### src/rtl/core/mcr_pkg.sv
// shared types and constants for the maximum ratio cycle search block
package mcr_pkg;

   localparam int FRACTION_BITS = 16;
   localparam int RATIO_W       = 33;
   localparam int GAIN_W        = 64;
   localparam int VALUE_W       = 16;
   localparam int ID_W          = 10;
   localparam int PROD_W        = VALUE_W + RATIO_W;
   localparam int VCOUNT_W      = 11;
   localparam int STEPS_W       = 6;
   localparam int CMD_W         = 2;
   localparam int REQ_DATA_W    = 40;
   localparam int RSP_DATA_W    = 40;
   localparam int CSR_INDEX_W   = 1;

   localparam logic [RATIO_W-1:0] RATIO_TOP = RATIO_W'(64'd100000 << FRACTION_BITS);
   localparam logic [GAIN_W-1:0]  GAIN_MAX  = {1'b0, {(GAIN_W-1){1'b1}}};
   localparam logic [GAIN_W-1:0]  GAIN_MIN  = {1'b1, {(GAIN_W-1){1'b0}}};
   localparam logic [STEPS_W-1:0] STEPS_MAX = STEPS_W'(48);

   localparam logic [CMD_W-1:0] CMD_LOAD_VALUE = 2'd0;
   localparam logic [CMD_W-1:0] CMD_LOAD_EDGE  = 2'd1;
   localparam logic [CMD_W-1:0] CMD_SOLVE      = 2'd2;
   localparam logic [CMD_W-1:0] CMD_RESERVED   = 2'd3;

   localparam logic [CSR_INDEX_W-1:0] CSR_VERTEX_COUNT = 1'b0;
   localparam logic [CSR_INDEX_W-1:0] CSR_SEARCH_STEPS = 1'b1;

   typedef enum logic [4:0] {
      S_CLEAR, S_IDLE, S_EDGE_WR, S_SOLVE, S_STEP, S_INIT, S_POP, S_POP_WAIT,
      S_U_WAIT, S_LINK, S_EDGE, S_WEIGHT, S_CAND, S_RELAX, S_PASS_YES, S_PASS_NO,
      S_RESULT
   } mcr_state_type;

   typedef enum logic [4:0] {
      OP_NONE, OP_LOAD_VALUE, OP_EDGE_READ, OP_EDGE_WRITE, OP_CLEAR_HEAD,
      OP_SOLVE_INIT, OP_STEP_INIT, OP_INIT_ENTRY, OP_POP_READ, OP_U_READ,
      OP_U_TAKE, OP_LINK_READ, OP_EDGE_SKIP, OP_EDGE_TAKE, OP_WEIGHT, OP_CAND,
      OP_RELAX, OP_PASS_YES, OP_PASS_NO, OP_RESULT
   } mcr_op_type;

   typedef struct packed {
      mcr_op_type op;
   } mcr_cmd_type;

   typedef struct packed {
      logic clear_last;
      logic init_last;
      logic queue_empty;
      logic link_zero;
      logic dest_out;
      logic improve;
      logic hop_full;
      logic steps_last;
      logic rsp_busy;
   } mcr_status_type;

endpackage

### src/rtl/core/mcr_ctrl.sv
// sequencer for loads, bisection steps and queue-based relaxation
module mcr_ctrl (
   input  logic                         clock,
   input  logic                         reset,
   input  logic                         req_tvalid,
   input  logic [mcr_pkg::CMD_W-1:0]    req_cmd,
   output logic                         req_tready,
   input  mcr_pkg::mcr_status_type      status,
   output mcr_pkg::mcr_cmd_type         cmd
);

   mcr_pkg::mcr_state_type state_ff, state_in;
   logic accept;

   assign accept = req_tvalid && req_tready;

   always_ff @(posedge clock) begin
      if (reset) begin
         state_ff <= mcr_pkg::S_CLEAR;
      end else begin
         state_ff <= state_in;
      end
   end

   always_comb begin
      state_in = state_ff;
      case (state_ff)
         mcr_pkg::S_CLEAR: begin
            if (status.clear_last) state_in = mcr_pkg::S_IDLE;
         end
         mcr_pkg::S_IDLE: begin
            if (accept) begin
               if (req_cmd == mcr_pkg::CMD_LOAD_EDGE) state_in = mcr_pkg::S_EDGE_WR;
               else if (req_cmd == mcr_pkg::CMD_SOLVE) state_in = mcr_pkg::S_SOLVE;
            end
         end
         mcr_pkg::S_EDGE_WR:  state_in = mcr_pkg::S_IDLE;
         mcr_pkg::S_SOLVE:    state_in = mcr_pkg::S_STEP;
         mcr_pkg::S_STEP:     state_in = mcr_pkg::S_INIT;
         mcr_pkg::S_INIT: begin
            if (status.init_last) state_in = mcr_pkg::S_POP;
         end
         mcr_pkg::S_POP: begin
            state_in = status.queue_empty ? mcr_pkg::S_PASS_NO : mcr_pkg::S_POP_WAIT;
         end
         mcr_pkg::S_POP_WAIT: state_in = mcr_pkg::S_U_WAIT;
         mcr_pkg::S_U_WAIT:   state_in = mcr_pkg::S_LINK;
         mcr_pkg::S_LINK: begin
            state_in = status.link_zero ? mcr_pkg::S_POP : mcr_pkg::S_EDGE;
         end
         mcr_pkg::S_EDGE: begin
            state_in = status.dest_out ? mcr_pkg::S_LINK : mcr_pkg::S_WEIGHT;
         end
         mcr_pkg::S_WEIGHT:   state_in = mcr_pkg::S_CAND;
         mcr_pkg::S_CAND:     state_in = mcr_pkg::S_RELAX;
         mcr_pkg::S_RELAX: begin
            if (status.improve && status.hop_full) state_in = mcr_pkg::S_PASS_YES;
            else state_in = mcr_pkg::S_LINK;
         end
         mcr_pkg::S_PASS_YES, mcr_pkg::S_PASS_NO: begin
            state_in = status.steps_last ? mcr_pkg::S_RESULT : mcr_pkg::S_STEP;
         end
         mcr_pkg::S_RESULT: begin
            if (!status.rsp_busy) state_in = mcr_pkg::S_CLEAR;
         end
         default: state_in = mcr_pkg::S_CLEAR;
      endcase
   end

   always_comb begin
      cmd.op     = mcr_pkg::OP_NONE;
      req_tready = 1'b0;
      case (state_ff)
         mcr_pkg::S_CLEAR: cmd.op = mcr_pkg::OP_CLEAR_HEAD;
         mcr_pkg::S_IDLE: begin
            req_tready = 1'b1;
            if (accept) begin
               if (req_cmd == mcr_pkg::CMD_LOAD_VALUE) cmd.op = mcr_pkg::OP_LOAD_VALUE;
               else if (req_cmd == mcr_pkg::CMD_LOAD_EDGE) cmd.op = mcr_pkg::OP_EDGE_READ;
            end
         end
         mcr_pkg::S_EDGE_WR:  cmd.op = mcr_pkg::OP_EDGE_WRITE;
         mcr_pkg::S_SOLVE:    cmd.op = mcr_pkg::OP_SOLVE_INIT;
         mcr_pkg::S_STEP:     cmd.op = mcr_pkg::OP_STEP_INIT;
         mcr_pkg::S_INIT:     cmd.op = mcr_pkg::OP_INIT_ENTRY;
         mcr_pkg::S_POP: begin
            if (!status.queue_empty) cmd.op = mcr_pkg::OP_POP_READ;
         end
         mcr_pkg::S_POP_WAIT: cmd.op = mcr_pkg::OP_U_READ;
         mcr_pkg::S_U_WAIT:   cmd.op = mcr_pkg::OP_U_TAKE;
         mcr_pkg::S_LINK: begin
            if (!status.link_zero) cmd.op = mcr_pkg::OP_LINK_READ;
         end
         mcr_pkg::S_EDGE: begin
            cmd.op = status.dest_out ? mcr_pkg::OP_EDGE_SKIP : mcr_pkg::OP_EDGE_TAKE;
         end
         mcr_pkg::S_WEIGHT:   cmd.op = mcr_pkg::OP_WEIGHT;
         mcr_pkg::S_CAND:     cmd.op = mcr_pkg::OP_CAND;
         mcr_pkg::S_RELAX: begin
            if (status.improve && !status.hop_full) cmd.op = mcr_pkg::OP_RELAX;
         end
         mcr_pkg::S_PASS_YES: cmd.op = mcr_pkg::OP_PASS_YES;
         mcr_pkg::S_PASS_NO:  cmd.op = mcr_pkg::OP_PASS_NO;
         mcr_pkg::S_RESULT: begin
            if (!status.rsp_busy) cmd.op = mcr_pkg::OP_RESULT;
         end
         default: cmd.op = mcr_pkg::OP_NONE;
      endcase
   end

endmodule

### config.mk
export PLATFORM = sky130hd
export DESIGN_NAME = mcr_ctrl
export DESIGN_NICKNAME = d
export VERILOG_FILES = /design/src/rtl/core/mcr_pkg.sv /design/src/rtl/core/mcr_ctrl.sv
export SDC_FILE = /design/constraint.sdc
export NUM_CORES = 1
export LEC_CHECK = 0
export BUFFER_PORTS_ARGS = -buffer_cell sky130_fd_sc_hd__buf_4
export CAP_MARGIN = 20
export CELL_PAD_IN_SITES_DETAIL_PLACEMENT = 0
export CELL_PAD_IN_SITES_GLOBAL_PLACEMENT = 1
export CORE_UTILIZATION = 37
export DETAILED_ROUTE_END_ITERATION = 6
export GPL_TIMING_DRIVEN = 1
export MAX_ROUTING_LAYER = met4
export PLACE_DENSITY = 0.81
export REMOVE_ABC_BUFFERS = 1
export SYNTH_ARGS = -nofsm -noshare
export SYNTH_HDL_FRONTEND = slang
export SYNTH_SLANG_ARGS = --single-unit
export TNS_END_PERCENT = 1
### constraint.sdc
create_clock -name clock -period 3.54 [get_ports clock]
set_input_delay 0.531 -clock clock [delete_from_list [all_inputs] [get_ports clock]]
set_output_delay 0.531 -clock clock [all_outputs]
set_load 0.05 [all_outputs]
==> impl_metrics.env <==
export IMPL_async_flop_share_pct=0
export IMPL_p_leak_nw=0.362
export IMPL_ys_seq_area_share_pct=14.7
export IMPL_area_growth_syn_to_layout_pct=23.0
export IMPL_powerDensity_nw_per_um2=286
export IMPL_grt_start_max_net_pins=26
export IMPL_cts_buffers=3
export IMPL_post_route_min_period_ns=2.58
export IMPL_largest_reg_flops=5
export IMPL_grtUsageTotal_pct=18.5
export IMPL_coreArea_um2=1730
export IMPL_fin_skew_ns=0.000758
export IMPL_initialDrtViolationCount=17
export IMPL_clock_latency_ns=0.24
export IMPL_dieArea_um2=2020
export IMPL_synth_top_area_cell="dfxtp_1"
export IMPL_antenna_cells=0
export IMPL_cts_root_buffer="clkbuf_4"
export IMPL_fin_util_pct=48.5
export IMPL_tritoncts="yes"
export IMPL_antenna_found_initial=0
export IMPL_avgSynthCellArea_um2=6.95
export IMPL_ioPinCount=20
export IMPL_cp_slowest_cell="dfxtp_1"
export IMPL_setup_viol_count_final=0
export IMPL_required_ns=3.01
export IMPL_total_power_mw=0.240
export IMPL_via_per_inst=5.64
export IMPL_initial_core_util_pct=39.4
export IMPL_pwr_share_clk_pct=26.9
export IMPL_synth_main_ff_cell="dfxtp_1"
export IMPL_gp_congestion=0.803
export IMPL_synth_edff_count=0
export IMPL_worst_path_most_repeated_cell="nand2_1"
export IMPL_ys_top_cells_by_area="dfxtp_1 (15%), a21oi_1 (6.6%), ha_1 (5.5%), nand2_1 (5.0%), a31oi_1 (4.6%)"
export IMPL_hold_path_class="input port to flop"
export IMPL_h_tree_depth=1
export IMPL_yosys_warnings=0
export IMPL_grt_pass1_vias=645
export IMPL_rsz0062_at_grt="false"
export IMPL_hp_start="reset"
export IMPL_timing_rr_start="state_ff[3]$_SDFFE_PP0P_"
export IMPL_clockBufferDepth=2
export IMPL_vias=779
export IMPL_row_count=15
export IMPL_postCtsHoldBufs=0
export IMPL_fillers=198
export IMPL_drive_above_1_share_pct=21.2
export IMPL_wl_um=1750
export IMPL_final_common_cell="buf_4"
export IMPL_nets=131
export IMPL_slew_headroom_pct=47.4
export IMPL_ir_worst_vdd_mv=0.165
export IMPL_power_frac_comb_pct=42.5
export IMPL_p_int_mw=0.145
export IMPL_place_hpwl_um=1260
export IMPL_layout_common_cells="buf_4 (19), nand2_1 (9), a21oi_1 (9)"
export IMPL_path_clk_slew_ns=0.04
export IMPL_final_setup_tns_ns=0
export IMPL_synth_seq_cells=5
export IMPL_ys_types=38
export IMPL_reg_top3="state_ff: 5 flops"
export IMPL_cp_startpoint="state_ff[3]$_SDFFE_PP0P_"
export IMPL_netlist_area_leader_share_pct=14.7
export IMPL_worstPathMaxFanout=23
export IMPL_synth_area_um2=681
export IMPL_crit_chain="nand2_1 -> nor3b_1 -> a311o_1 -> nand2_1 -> buf_4"
export IMPL_finalHoldViolCount=0
export IMPL_die_w_um=44.9
export IMPL_final_max_slew_viol_count=0
export IMPL_critical_path_class="flop to output port"
export IMPL_fmax_ghz=0.387
export IMPL_cpPeakStageDelay_ns=0.79
export IMPL_io_buffers=19
export IMPL_p_seq_share_pct=30.6
export IMPL_startpoint_type="flop"
export IMPL_cts_resized=0
export IMPL_timing_hold_ws_ns=0.475
export IMPL_cp_end_kind="output port"
export IMPL_clock_sinks=5
export IMPL_power_switching_mw=0.0944
export IMPL_wl_per_cell_um=12.7
export IMPL_drtPass1Iterations=4
export IMPL_ant_nets=0
export IMPL_grt_pass1_wl_um=2750
export IMPL_cp_buffers_inverters=1
export IMPL_finalCritPeriodShare_pct=73.0
export IMPL_max_cap_violations=0
export IMPL_cp_top_family="flip-flops"
export IMPL_cp_arrival_ns=2.05
export IMPL_syn_inst=98
export IMPL_worst_pin_slew_ns=0.788
export IMPL_cts_setup_buffers=0
export IMPL_p_sw_share_pct=39.4
export IMPL_drc_errors=0
export IMPL_status="finished clean"
export IMPL_regMostFlops="state_ff"
export IMPL_die_y_um=44.9
export IMPL_overflow=0
synthesized netlist by cell type (3+ instances only):
library cell and number:
clkbuf_1 4, or4_1 3, ha_1 3, nor2b_1 5
nor3_1 3, nor2_1 6, nand2_1 9, dfxtp_1 5
inv_1 7, nand2b_1 5, a21oi_1 9, a31oi_1 5
power groups by stage:
stage	Sequential (mW)	Clock, mW	Combinational (mW)
3_3_place_gp	0.0740	0	0.102
5_1_grt	0.0743	0.0699	0.111
4_1_cts	0.0731	0.0669	0.102
2_1_floorplan	0.0695	0	0.0695
6_report	0.0734	0.0644	0.102
3_5_place_dp	0.0740	0	0.102
kinds of logic (layout without fill, tap and decap cells):
kind of cell | count (synthesis) | count (layout) | synth area share (%)
AND/OR/NAND/NOR | 42 | 42 | 35.8
buffers and inverters | 15 | 30 | 10.3
adder cells (fa/ha/maj) | 3 | 3 | 5.52
AO/OA/AOI/OAI | 33 | 33 | 33.6
flip-flops | 5 | 5 | 14.7
worst reg2reg max path, delay by kind of cell (launching register included):
kind,cells,cell delay (ns)
AO/OA/AOI/OAI,2,0.41
flip-flops,1,0.79
AND/OR/NAND/NOR,2,0.56
metal layers:
metal  track usage [%]  wire length, um
met1              25.4              870
met3              2.40               52
met5                 -                0
met2              30.0              824
met4              1.82                0
area by class of cell:
cell class / instances / area (um2) / share of cell area (%)
Clock buffer: 4 / 26.3 / 3.14
Inverter: 7 / 26.3 / 3.14
Multi-Input combinational cell: 78 / 510 / 61.0
Sequential cell: 5 / 100 / 12.0
Tap cell: 25 / 31.3 / 3.74
Timing Repair Buffer: 19 / 143 / 17.0
final timing paths:
check	slack (ns)	depth (start not counted)	to
hold / removal	0.48	2	state_ff[4]$_SDFFE_PP0P_
setup reg to reg	1.70	4	state_ff[2]$_SDFFE_PP0P_
hold reg to reg	0.76	2	state_ff[4]$_SDFFE_PP0P_
setup / recovery	0.96	5	cmd[1]
metrics by stage:
stage | area, um2 | worst slack, ns | cells
floorplan | 637 | 0.299 | 90
global placement | 811 | 1.25 | 134
detailed placement | 811 | 1.22 | 134
CTS | 837 | 0.956 | 138
global route | 837 | 0.844 | 138
finish | 837 | 0.955 | 138
No activity file was read; power rests on OpenSTA's default activity.
